`src/rtl/c8_pkg.sv`:
```
// Shared types, command codes and font table for the eight-bit VM core.
`timescale 1ns / 1ps
`default_nettype none
package c8_pkg;

  // Memory geometry and reset constants.
  localparam int MemBytes = 4096;
  localparam int AddrW = 12;
  localparam int FontBytes = 80;
  localparam logic [AddrW-1:0] ProgStartReset = 12'd512;

  // Input command codes.
  localparam logic [2:0] CMD_EXEC = 3'd0;
  localparam logic [2:0] CMD_TICK = 3'd1;
  localparam logic [2:0] CMD_LOAD = 3'd2;
  localparam logic [2:0] CMD_KEYS = 3'd3;
  localparam logic [2:0] CMD_ROW  = 3'd4;

  // Instruction codes decoded by the controller and the datapath.
  localparam logic [15:0] OP_CLS     = 16'h00E0;
  localparam logic [15:0] OP_RET     = 16'h00EE;
  localparam logic [3:0]  OPH_DRAW   = 4'hD;
  localparam logic [3:0]  OPH_MISC   = 4'hF;
  localparam logic [7:0]  KK_SKP     = 8'h9E;
  localparam logic [7:0]  KK_SKNP    = 8'hA1;
  localparam logic [7:0]  KK_GET_DT  = 8'h07;
  localparam logic [7:0]  KK_SET_DT  = 8'h15;
  localparam logic [7:0]  KK_SET_ST  = 8'h18;
  localparam logic [7:0]  KK_ADD_I   = 8'h1E;
  localparam logic [7:0]  KK_GLYPH   = 8'h29;
  localparam logic [7:0]  KK_BCD     = 8'h33;
  localparam logic [7:0]  KK_SAVE    = 8'h55;
  localparam logic [7:0]  KK_RESTORE = 8'h65;

  // Datapath micro-operations issued by the controller.
  typedef enum logic [3:0] {
    DC_NONE,
    DC_CLR,
    DC_FETCH0,
    DC_FETCH1,
    DC_FETCH2,
    DC_EXEC,
    DC_RD_I,
    DC_DRAW_ROW,
    DC_DRAW_END,
    DC_LOAD_V,
    DC_STORE_V,
    DC_BCD,
    DC_RESULT
  } c8_op_t;

  typedef struct packed {
    c8_op_t           op;
    logic [AddrW-1:0] cnt;
  } c8_cmd_t;

  typedef struct packed {
    logic [2:0]  cmd;
    logic [15:0] opcode;
    logic        fault;
  } c8_stat_t;

  // Hex digit glyphs, five bytes each.
  function automatic logic [7:0] font_byte(input logic [6:0] a);
    logic [7:0] b;
    case (a)
      7'd0, 7'd4, 7'd10, 7'd12, 7'd14, 7'd15, 7'd17, 7'd19, 7'd25, 7'd27,
      7'd29, 7'd30, 7'd32, 7'd34, 7'd35, 7'd40, 7'd42, 7'd44, 7'd45, 7'd47,
      7'd49, 7'd50, 7'd52, 7'd60, 7'd64, 7'd70, 7'd72, 7'd74, 7'd75, 7'd77:
        b = 8'hF0;
      7'd1, 7'd2, 7'd3, 7'd20, 7'd21, 7'd33, 7'd41, 7'd43, 7'd46, 7'd51,
      7'd53, 7'd54, 7'd56, 7'd58, 7'd66, 7'd67, 7'd68:
        b = 8'h90;
      7'd5, 7'd7, 7'd8, 7'd37: b = 8'h20;
      7'd6: b = 8'h60;
      7'd9: b = 8'h70;
      7'd11, 7'd16, 7'd18, 7'd23, 7'd24, 7'd28, 7'd36, 7'd48: b = 8'h10;
      7'd13, 7'd26, 7'd31, 7'd61, 7'd62, 7'd63, 7'd71, 7'd73, 7'd76, 7'd78,
      7'd79:
        b = 8'h80;
      7'd22: b = 8'hF0;
      7'd38, 7'd39: b = 8'h40;
      7'd55, 7'd57, 7'd59, 7'd65, 7'd69: b = 8'hE0;
      default: b = 8'h00;
    endcase
    return b;
  endfunction

endpackage
`default_nettype wire

```
`src/rtl/c8_ctrl.sv`:
```
// Controller state machine that sequences each command through the datapath.
`timescale 1ns / 1ps
`default_nettype none
module c8_ctrl (
  input  wire logic           clk,
  input  wire logic           rst_n,
  input  wire logic           start,
  input  wire c8_pkg::c8_stat_t stat,
  output logic                busy,
  output c8_pkg::c8_cmd_t     cmd
);

  typedef enum logic [3:0] {
    S_CLEAR, S_IDLE, S_DISP, S_F0, S_F1, S_F2, S_DEC, S_EXEC,
    S_DRD, S_DWR, S_DEND, S_BCD, S_STV, S_LRD, S_LWR, S_RES
  } state_t;

  state_t state_r, state_nxt;
  logic [c8_pkg::AddrW-1:0] cnt_r, cnt_nxt;
  logic busy_r;
  logic [3:0] hi, x, n;
  logic [7:0] kk;

  assign hi = stat.opcode[15:12];
  assign x  = stat.opcode[11:8];
  assign n  = stat.opcode[3:0];
  assign kk = stat.opcode[7:0];
  assign busy = busy_r;

  // Next state and micro-operation for the current state.
  always_comb begin
    state_nxt = state_r;
    cnt_nxt = cnt_r;
    cmd.op = c8_pkg::DC_NONE;
    cmd.cnt = cnt_r;
    unique case (state_r)
      S_CLEAR: begin
        cmd.op = c8_pkg::DC_CLR;
        cnt_nxt = cnt_r + 1'b1;
        if (cnt_r == c8_pkg::AddrW'(c8_pkg::MemBytes - 1)) state_nxt = S_IDLE;
      end
      S_IDLE: if (start) state_nxt = S_DISP;
      S_DISP: begin
        if (stat.cmd == c8_pkg::CMD_EXEC && !stat.fault) state_nxt = S_F0;
        else state_nxt = S_EXEC;
      end
      S_F0: begin
        cmd.op = c8_pkg::DC_FETCH0;
        state_nxt = S_F1;
      end
      S_F1: begin
        cmd.op = c8_pkg::DC_FETCH1;
        state_nxt = S_F2;
      end
      S_F2: begin
        cmd.op = c8_pkg::DC_FETCH2;
        state_nxt = S_DEC;
      end
      S_DEC: begin
        cnt_nxt = '0;
        if (hi == c8_pkg::OPH_DRAW) state_nxt = (n == 4'd0) ? S_DEND : S_DRD;
        else if (hi == c8_pkg::OPH_MISC && kk == c8_pkg::KK_BCD) state_nxt = S_BCD;
        else if (hi == c8_pkg::OPH_MISC && kk == c8_pkg::KK_SAVE) state_nxt = S_STV;
        else if (hi == c8_pkg::OPH_MISC && kk == c8_pkg::KK_RESTORE) state_nxt = S_LRD;
        else state_nxt = S_EXEC;
      end
      S_EXEC: begin
        cmd.op = c8_pkg::DC_EXEC;
        state_nxt = S_RES;
      end
      S_DRD: begin
        cmd.op = c8_pkg::DC_RD_I;
        state_nxt = S_DWR;
      end
      S_DWR: begin
        cmd.op = c8_pkg::DC_DRAW_ROW;
        cnt_nxt = cnt_r + 1'b1;
        state_nxt = (cnt_r[3:0] == n - 4'd1) ? S_DEND : S_DRD;
      end
      S_DEND: begin
        cmd.op = c8_pkg::DC_DRAW_END;
        state_nxt = S_RES;
      end
      S_BCD: begin
        cmd.op = c8_pkg::DC_BCD;
        cnt_nxt = cnt_r + 1'b1;
        if (cnt_r[1:0] == 2'd2) state_nxt = S_RES;
      end
      S_STV: begin
        cmd.op = c8_pkg::DC_STORE_V;
        cnt_nxt = cnt_r + 1'b1;
        if (cnt_r[3:0] == x) state_nxt = S_RES;
      end
      S_LRD: begin
        cmd.op = c8_pkg::DC_RD_I;
        state_nxt = S_LWR;
      end
      S_LWR: begin
        cmd.op = c8_pkg::DC_LOAD_V;
        cnt_nxt = cnt_r + 1'b1;
        state_nxt = (cnt_r[3:0] == x) ? S_RES : S_LRD;
      end
      S_RES: begin
        cmd.op = c8_pkg::DC_RESULT;
        state_nxt = S_IDLE;
      end
      default: state_nxt = S_IDLE;
    endcase
  end

  // State, step counter and registered busy.
  always_ff @(posedge clk) begin
    if (!rst_n) begin
      state_r <= S_CLEAR;
      cnt_r <= '0;
      busy_r <= 1'b1;
    end else begin
      state_r <= state_nxt;
      cnt_r <= cnt_nxt;
      busy_r <= (state_nxt != S_IDLE);
    end
  end

endmodule
`default_nettype wire

```
`config.mk`:
```
export PLATFORM = sky130hd
export DESIGN_NAME = c8_ctrl
export DESIGN_NICKNAME = d
export VERILOG_FILES = /design/src/rtl/c8_pkg.sv /design/src/rtl/c8_ctrl.sv
export SDC_FILE = /design/constraint.sdc
export NUM_CORES = 1
export LEC_CHECK = 0
export CAP_MARGIN = 30
export CORE_MARGIN = 2
export CORE_UTILIZATION = 60
export DETAILED_ROUTE_END_ITERATION = 8
export DONT_BUFFER_PORTS = 1
export PLACE_DENSITY = 0.76
export REMOVE_ABC_BUFFERS = 1
export SYNTH_ARGS = -nofsm -noshare
export SYNTH_HDL_FRONTEND = slang
export SYNTH_SLANG_ARGS = --single-unit
```
`constraint.sdc`:
```
create_clock -name clk -period 3.62 [get_ports clk]
set_clock_uncertainty 0.05 [all_clocks]
set_input_delay 0.181 -clock clk [delete_from_list [all_inputs] [get_ports clk]]
set_output_delay 0.181 -clock clk [all_outputs]
set_load 0.01 [all_outputs]
```
==> out/metrics.csv, run 1 <==
metric,value,unit
status,completed,
synthFlopType,dfxtp_1,
hold_violations,0,
cp-startpoint,state_r[3],
routed_via_density,6.57,
vias,1281,
route.detailed.drc,0,
overflow,0,
cp_num_buf_inv,0,
coreArea,2190,um^2
power_density,468,nW/um^2
die_w,51.8,um
syn-cell-area,1370,um^2
rsz0062_at_grt,no,
period_share,0.587,
port_buffers,0,
grt_usage,0.237,
yosys_warnings,0,
globalplace.congestion,0.859,
yosysUniqueCellTypes,52,
cts.reportedPaths.clkPinSlew,0.09,ns
setup_violations,0,
dieArea,2680,um^2
syn_inst,175,
critPathSlowestCell,dfxtp_1,
tightest_slew,0.714,ns
layout.nets,196,
antenna_found_initial,0,
tns,0,ns
numCtsBuffers,3,
cap_violations,0,
holdWs,0.0155,ns
insertion_delay,0.28,ns
cp.arrival,2.22,ns
firstDrtPassIters,4,
critPathMaxStageDelay,0.79,ns
cts_resized,0,
die_y,51.8,um
htree_levels,1,
synth-async-reset-ratio,0,
hpwlAfterDp,2.22,mm
syn_to_final_growth,0.183,%
cp_max_fo,23,
min_from,rst_n,
grt_start_max_net_pins,24,
drtAntennaViolNets,0,
crit_family,simple AND/OR/NAND/NOR gates,
slew_viol_final,0,
synth_seq_cells,17,
path_cells,or3_1 -> a211oi_1 -> nor4_1 -> nand4_1,
maxSlewHeadroom,0.524,
leakage,0.000513,uW
final_core_util,0.627,
worstPathRequired,3.71,ns
post_cts.repair.setup_buffers,0,
syn_area_per_cell,7.84,um^2
worstHoldPathType,in -> reg,
rows,17,
drt_wl_total,3.02,mm
crit_type,reg -> reg,
synth-edff-count,0,
ff_latch_area,340,um^2
diodes,0,
grt_pass1_wl,4.91,mm
multi_input_area,940,um^2
ctsHoldBuffers,1,
drt_iter0_drc,40,
synth_top_area_share,0.248,
synth_top_cell_by_area,dfxtp_1,
crit_path_end_kind,register,
cts_sinks,17,
synth_seq_area_share,0.248,
wl_per_cell,15.5,um
grt_pass1_vias,1138,
fmax,470,MHz
max-vdd-ir-drop,300,uV
initial_core_util,0.626,
num_io_pins,40,
fillers,209,
clk_path_buf_depth,2,
drive_above_1_share,0.0659,
crit_path_start_kind,register,
timing.rr.start,state_r[3],
cts_root_buf,clkbuf_4,
synth_area_leaders,"dfxtp_1 (25%), a21oi_1 (5.1%), ha_1 (4.6%), nor2_1 (4.1%), xor2_1 (3.8%)",
fin_crit,2.13,ns
cts_tree,done,
-- final timing paths --
check                                 to  slack (ns)  cells past startpoint
worst max-delay path                busy        1.49                      4
worst min-delay path            cnt_r[8]        0.02                      2
worst max register to register      busy        1.49                      4
worst min register to register  cnt_r[5]        0.50                      1
-- final cells by class --
cell class / count / area share
clock buffer: 4 / 0.0191
tap: 28 / 0.0255
sequential: 17 / 0.248
inverter: 6 / 0.0164
multi-input combinational: 139 / 0.684
timing repair buffer: 1 / 0.00729
-- Yosys cell counts (2+ instances only) --
cell type,count
nor3_1,2
nand4_1,2
nor3b_1,2
nand2b_1,4
xnor2_1,3
a31oi_1,2
a211o_1,3
inv_1,6
nand3b_1,2
buf_6,2
o41ai_1,2
nor2b_1,4
or3_1,2
nand4b_1,2
o22ai_1,2
nor4_1,2
a211oi_1,4
o21a_1,2
nor2_1,15
ha_1,5
buf_2,4
nand3_1,10
a21oi_1,14
o21ai_0,10
a41oi_1,2
nand2_1,10
xor2_1,6
o2111ai_1,3
and3_1,4
buf_1,2
dfxtp_1,17
clkbuf_1,5
-- worst register-to-register path, stage by stage, from the launching register on --
cell and delay [ns]:
dfxtp_1 0.79, or3_1 0.44, a211oi_1 0.09, nor4_1 0.49, nand4_1 0.14
-- through the flow --
| stage | cells | total power, uW | cell area, um^2 | setup slack [ns] |
|---|---|---|---|---|
| 6_report | 195 | 643 | 1370 | 1.49 |
| 4_1_cts | 195 | 645 | 1370 | 1.51 |
| 3_3_place_gp | 190 | 541 | 1340 | 1.60 |
| 5_1_grt | 195 | 698 | 1370 | 1.33 |
| 3_5_place_dp | 190 | 547 | 1340 | 1.52 |
| 2_1_floorplan | 162 | 490 | 1300 | 1.78 |
-- placed cells by master (no fill, tap or decap), types with 2 or more instances in the layout --
cell type | Yosys | layout
dfxtp_1 | 17 | 17
nor2_1 | 15 | 15
a21oi_1 | 14 | 14
o21ai_0 | 10 | 10
nand2_1 | 10 | 10
nand3_1 | 10 | 10
inv_1 | 6 | 6
xor2_1 | 6 | 6
ha_1 | 5 | 5
nor2b_1 | 4 | 4
nand2b_1 | 4 | 4
and3_1 | 4 | 4
a211oi_1 | 4 | 4
xnor2_1 | 3 | 3
o2111ai_1 | 3 | 3
a211o_1 | 3 | 3
clkbuf_4 | 0 | 3
o21a_1 | 2 | 2
nor3_1 | 2 | 2
or3_1 | 2 | 2
a31oi_1 | 2 | 2
nor3b_1 | 2 | 2
nand4b_1 | 2 | 2
nor4_1 | 2 | 2
o22ai_1 | 2 | 2
nand4_1 | 2 | 2
o41ai_1 | 2 | 2
a41oi_1 | 2 | 2
nand3b_1 | 2 | 2
-- registers in the layout, indices dropped and copies added (netlist names) --
register,count
busy,1
cnt_r,12
state_r,4
-- power breakdown --
group | internal (uW) | total [uW] | switching [uW]
registers | 212 | 294 | 82.0
logic | 116 | 254 | 138
clock network | 42.7 | 95.7 | 53.1
total | 371 | 643 | 273
-- per-layer routing --
metal | wire length [um] | share of wire | GRT usage | up-vias
met4 | 47 | 0.016 | 0.0877 | 0
met1 | 1380 | 0.46 | 0.301 | 603
met3 | 150 | 0.050 | 0.0287 | 4
met5 | 0 | 0 | 0 | -
met2 | 1440 | 0.48 | 0.410 | 41
li1 | - | - | - | 633
-- cell families (layout without fill, tap and decap cells) --
family,Yosys count,after routing,synth area share
AND/OR/NAND/NOR,72,72,0.306
adder cells (fa/ha/maj),5,5,0.0456
XOR/XNOR,10,10,0.0748
AO/OA/AOI/OAI,52,52,0.259
buffers and inverters,19,11,0.0666
flip-flops,17,17,0.248
(Power assumes the default switching activity.)
==> run 2: changes to the inputs <==
Settings changed: ABC_AREA from default to 1, CORE_UTILIZATION 60 to 57, PLACE_DENSITY 0.76 to 0.75.
Clock period 3.62 ns to 1.9 ns, I/O delays scaled along.
==> out/metrics.csv, run 2 <==
metric,value,unit,change
synth-async-reset-ratio,0,,unchanged
ff_latch_area,340,um^2,unchanged
cts_root_buf,clkbuf_4,,unchanged
min_delay_worst_endpoint,state_r[1],,was cnt_r[8]
cts.reportedPaths.clkPinSlew,0.09,ns,about the same
maxSlewHeadroom,0.766,,was 0.524
grtUsageMet1,0.330,,was 0.301
wl_per_cell,10.9,um,was 15.5 um
globalplace.congestion,0.830,,was 0.859
vias,1507,,was 1281
power_switching,546,uW,was 273 uW
syn_to_final_growth,4.88,%,was 0.183%
diodes,0,,unchanged
fmax,604,MHz,was 470 MHz
fin_crit,1.66,ns,was 2.13 ns
grt_start_max_net_pins,17,,was 24
rrSetupSlack,0.24,ns,was 1.49 ns
initial_core_util,0.600,,was 0.626
grt_usage,0.243,,was 0.237
die_w,55.1,um,was 51.8 um
ys_top_cells_by_count,"nand2_1 (82), nor2_1 (33), inv_1 (28)",,"was dfxtp_1 (17), nor2_1 (15), a21oi_1 (14)"
grt_pass1_vias,1327,,was 1138
coreArea,2480,um^2,was 2190 um^2
worstPathRequired,2.03,ns,was 3.71 ns
drive_above_1_share,0.117,,was 0.0659
grtUsageMet3,0.0403,,was 0.0287
largest_reg_flops,12,,unchanged
layout.nets,293,,was 196
htree_levels,1,,unchanged
clockPowerShare,0.150,,was 0.149
tns,0,ns,unchanged
synth_seq_area_share,0.229,,was 0.248
port_buffers,0,,unchanged
cts_sinks,17,,unchanged
yosys_warnings,0,,unchanged
timing.rr.start,cnt_r[1],,was state_r[3]
synth_top_area_share,0.229,,was 0.248
gr-usage-met2,0.401,,was 0.410
overflow,0,,unchanged
power_density,785,nW/um^2,was 468 nW/um^2
crit_path_end_kind,register,,unchanged
multi_input_area,963,um^2,was 940 um^2
seq_power_share,0.389,,was 0.457
numCtsBuffers,3,,unchanged
antenna_found_initial,0,,unchanged
min_from,rst_n,,unchanged
status,completed,,unchanged
synth-edff-count,0,,unchanged
cap_violations,0,,unchanged
crit-reg2reg-capture,cnt_r[10],,was busy
syn-cell-area,1490,um^2,was 1370 um^2
crit_type,reg -> reg,,unchanged
drtAntennaViolNets,0,,unchanged
routed_via_density,5.13,,was 6.57
die_y,55.1,um,was 51.8 um
synthFlopType,dfxtp_1,,unchanged
drt_wl_total,3.22,mm,was 3.02 mm
post_cts.repair.setup_buffers,0,,unchanged
synth_seq_cells,17,,unchanged
slew_viol_final,0,,unchanged
hpwlAfterDp,2.61,mm,was 2.22 mm
intPower,678,uW,was 371 uW
p_comb_frac,0.461,,was 0.394
reg2reg_depth,8,,was 4
top_register,cnt_r,,unchanged
max-vdd-ir-drop,552,uV,was 300 uV
syn_area_per_cell,5.72,um^2,was 7.84 um^2
switching_share,0.446,,was 0.424
rows,18,,was 17
syn_inst,260,,was 175
yosysUniqueCellTypes,31,,was 52
route.detailed.drc,0,,unchanged
crit_path_start_kind,register,,unchanged
cp_max_fo,4,,was 23
leakage,0.000764,uW,was 0.000513 uW
firstDrtPassIters,4,,unchanged
worstHoldPathType,in -> reg,,unchanged
cts_tree,done,,unchanged
setup_violations,0,,unchanged
period_share,0.871,,was 0.587
rsz0062_at_grt,no,,unchanged
cts_resized,0,,unchanged
yosysMostFrequentCell,nand2_1,,was dfxtp_1
tightest_slew,0.347,ns,was 0.714 ns
clk_path_buf_depth,2,,unchanged
synth_area_leaders,"dfxtp_1 (23%), nand2_1 (21%), nand3_1 (8.4%), nor2_1 (8.3%), inv_1 (7.1%)",,"was dfxtp_1 (25%), a21oi_1 (5.1%), ha_1 (4.6%), nor2_1 (4.1%), xor2_1 (3.8%)"
num_io_pins,40,,unchanged
fillers,263,,was 209
insertion_delay,0.28,ns,about the same
final_cell_mix,"nand2_1 (82), nor2_1 (33), inv_1 (28), nand3_1 (25), dfxtp_1 (17)",,"was dfxtp_1 (17), nor2_1 (15), a21oi_1 (14)"
cp.arrival,1.79,ns,was 2.22 ns
hold_violations,0,,unchanged
grt_pass1_wl,5.44,mm,was 4.91 mm
gr-max-usage-layer,met2,,unchanged
min_path_cells,2,,unchanged
dieArea,3030,um^2,was 2680 um^2
synth_top_cell_by_area,dfxtp_1,,unchanged
drt_iter0_drc,44,,was 40
holdWs,0.0198,ns,was 0.0155 ns
final_common_cell,nand2_1,,was dfxtp_1
[run 2: changes by cell type in the layout (fill, tap and decap cells not counted), moves of 5 or more]
| cell | previous run | this run |
|---|---|---|
| nand2_1 | 10 | 82 |
| inv_1 | 6 | 28 |
| nor2_1 | 15 | 33 |
| nand3_1 | 10 | 25 |
| inv_2 | 0 | 13 |
| nor2_2 | 0 | 6 |
| o21ai_0 | 10 | 5 |
[run 2: area by class of cell]
type	count	share of cell area
clock buffers	3	0.0144
clock inverters	1	0.00321
inverters	42	0.101
multi-input cells	197	0.618
flip-flops and latches	17	0.218
well taps	30	0.0241
repair buffers	4	0.0209
[run 2: worst max path at each step]
stage	slack [ns]	endpoint	cells past startpoint	start
after floorplan	0.31	busy	8	cnt_r[1]
after global placement	0.32	busy	8	cnt_r[1]
after detailed placement	0.27	cnt_r[10]	8	cnt_r[1]
after CTS	0.26	cnt_r[10]	8	cnt_r[1]
after global routing	0.003	cnt_r[10]	8	cnt_r[0]
final	0.24	cnt_r[10]	8	cnt_r[1]
[run 2: metal layers]
metal | up-vias | wire length [um]
met5 | - | 0
met1 | 636 | 1520
met3 | 2 | 201
li1 | 829 | -
met2 | 40 | 1480
met4 | 0 | 17
[run 2: power groups by stage]
| stage | combinational (uW) | sequential [uW] | clock [uW] |
|---|---|---|---|
| after floorplan | 403 | 495 | 0 |
| after global placement | 558 | 485 | 0 |
| after detailed placement | 562 | 485 | 0 |
| after CTS | 568 | 477 | 194 |
| after global routing | 661 | 486 | 211 |
| final | 565 | 476 | 184 |
[run 2: cell families (layout without fill, tap and decap cells)]
family,Yosys count,after routing,synth area share
compound gates,26,26,0.104
xor+xnor,6,6,0.0354
fa+ha+maj,5,5,0.0421
buf+inv,46,50,0.123
flops,17,17,0.229
simple gates,160,160,0.467
[run 2: through the flow]
step	cell area, um^2	instances	setup WS, ns	util	total power, uW
floorplan	1460	256	0.313	-	898
global placement	1520	289	0.316	0.614	1040
detailed placement	1520	289	0.271	0.614	1050
CTS	1560	294	0.257	0.629	1240
global route	1560	294	0.00260	0.629	1360
finish	1560	294	0.245	0.629	1220
[run 2: worst max-delay path: stages (launching register included)]
cell,delay [ns]
dfxtp_1,0.43
ha_1,0.23
nand3_1,0.12
nor2_2,0.15
nand2_1,0.08
nor2_1,0.19
nand3_1,0.12
o21ai_1,0.13
a21oi_1,0.05
[run 2: timing repair]
item / in CTS / in global routing
hold buffers: 1 / 0
setup endpoints to repair: 0 / 0
endpoints found under the hold margin: 9 / 0
==> run 3: changes to the inputs <==
Settings changed: MAX_ROUTING_LAYER from default to met4.
==> out/metrics.csv, run 3 (synthesis gave the netlist of run 2 again) <==
metric,value,unit,change
intPower,678,uW,about the same
initial_core_util,0.600,,unchanged
period_share,0.875,,was 0.871
numCtsBuffers,3,,unchanged
switching_share,0.447,,was 0.446
diodes,0,,unchanged
rsz0062_at_grt,no,,unchanged
crit_end,cnt_r[10],,unchanged
clockPowerShare,0.151,,was 0.150
grt_pass1_vias,1325,,was 1327
insertion_delay,0.28,ns,about the same
syn_to_final_growth,4.88,%,unchanged
globalplace.congestion,0.843,,was 0.830
route.detailed.drc,0,,unchanged
clk_path_buf_depth,2,,unchanged
top_register,cnt_r,,unchanged
crit-reg2reg-capture,cnt_r[10],,unchanged
fmax,601,MHz,was 604 MHz
worstPathRequired,2.03,ns,about the same
cts_tree,done,,unchanged
crit_path_end_kind,register,,unchanged
cp_max_fo,4,,unchanged
layout.nets,293,,unchanged
cts_root_buf,clkbuf_4,,unchanged
routed_via_density,5.12,,was 5.13
crit_path_start_kind,register,,unchanged
max-vdd-ir-drop,556,uV,was 552 uV
coreArea,2480,um^2,unchanged
drt_iter0_drc,39,,was 44
tightest_slew,0.347,ns,about the same
seq_power_share,0.388,,was 0.389
setup_violations,0,,unchanged
final_core_util,0.629,,unchanged
final_cell_mix,"nand2_1 (82), nor2_1 (33), inv_1 (28), nand3_1 (25), dfxtp_1 (17)",,unchanged
rrSetupSlack,0.24,ns,about the same
overflow,0,,unchanged
status,completed,,unchanged
slew_viol_final,0,,unchanged
leakage,0.000764,uW,unchanged
die_y,55.1,um,unchanged
fin_crit,1.66,ns,about the same
num_io_pins,40,,unchanged
htree_levels,1,,unchanged
power_switching,548,uW,was 546 uW
grt_pass1_wl,5.44,mm,unchanged
cts_sinks,17,,unchanged
final_common_cell,nand2_1,,unchanged
cts.reportedPaths.clkPinSlew,0.09,ns,about the same
dieArea,3030,um^2,unchanged
timing.rr.start,cnt_r[1],,unchanged
port_buffers,0,,unchanged
hold_violations,0,,unchanged
wl_per_cell,11.0,um,was 10.9 um
crit_type,reg -> reg,,unchanged
grt_start_max_net_pins,17,,unchanged
rows,18,,unchanged
stdcell_count,294,,unchanged
cp-startpoint,cnt_r[1],,unchanged
antenna_found_initial,0,,unchanged
cap_violations,0,,unchanged
min_path_cells,2,,unchanged
p_comb_frac,0.461,,about the same
reg2reg_depth,8,,unchanged
vias,1506,,was 1507
largest_reg_flops,12,,unchanged
maxSlewHeadroom,0.766,,about the same
tns,0,ns,unchanged
drive_above_1_share,0.117,,unchanged
drtAntennaViolNets,0,,unchanged
grt_usage,0.250,,was 0.243
firstDrtPassIters,4,,unchanged
cp.arrival,1.80,ns,was 1.79 ns
drt_wl_total,3.23,mm,was 3.22 mm
placedCellCount,289,,unchanged
power_density,786,nW/um^2,was 785 nW/um^2
hpwlAfterDp,2.61,mm,unchanged
die_w,55.1,um,unchanged
worstHoldPathType,in -> reg,,unchanged
## run 3: cell counts in the layout (fill, tap and decap cells not counted)
No cell type changed its count.
## run 3: power by group through the flow
stage               Sequential, uW  Clock (uW)  Combinational, uW
floorplan                      495           0                403
global placement               485           0                558
detailed placement             485           0                562
CTS                            477         194                568
global route                   486         211                661
finish                         476         185                565
## run 3: metal layers
layer	up-vias	routed length, um	track usage
li1	829	-	-
met3	2	198	0.0403
met2	39	1480	0.401
met5	-	0	-
met1	636	1540	0.330
met4	0	17	0.0610
## run 3: worst min-delay path by stage
| stage | slack [ns] | start | end |
|---|---|---|---|
| after floorplan | 0.14 | rst_n | state_r[2] |
| after global placement | 0.15 | rst_n | state_r[2] |
| after detailed placement | 0.17 | rst_n | state_r[2] |
| after CTS | 0.01 | rst_n | state_r[1] |
| after global routing | 0.02 | rst_n | state_r[1] |
| final | 0.02 | rst_n | state_r[1] |
## run 3: area by class of cell
class | instances | area, um^2
multi-input cells | 197 | 963
repair buffers | 4 | 32.5
inverters | 42 | 158
well taps | 30 | 37.5
flip-flops and latches | 17 | 340
clock inverters | 1 | 5.00
clock buffers | 3 | 22.5
fillers | 263 | 918
## run 3: through the flow
step                hold slack, ns  area [um^2]  total power [uW]  setup slack, ns
floorplan                    0.143         1460               898            0.313
global placement             0.150         1520              1040            0.316
detailed placement           0.165         1520              1050            0.271
CTS                         0.0144         1560              1240            0.257
global route                0.0216         1560              1360          0.00260
finish                      0.0195         1560              1230            0.237
## run 3: repair_timing
| action | CTS | global route |
|---|---|---|
| endpoints found under the hold margin | 9 | 0 |
| hold buffers | 1 | 0 |
| buffers inserted | 0 | 0 |
| gates resized for setup | 0 | 0 |
## run 3: critical path: stages (launching register included)
cell and delay, ns:
dfxtp_1 0.43, ha_1 0.23, nand3_1 0.12, nor2_2 0.15, nand2_1 0.08, nor2_1 0.20, nand3_1 0.12, o21ai_1 0.13
a21oi_1 0.05
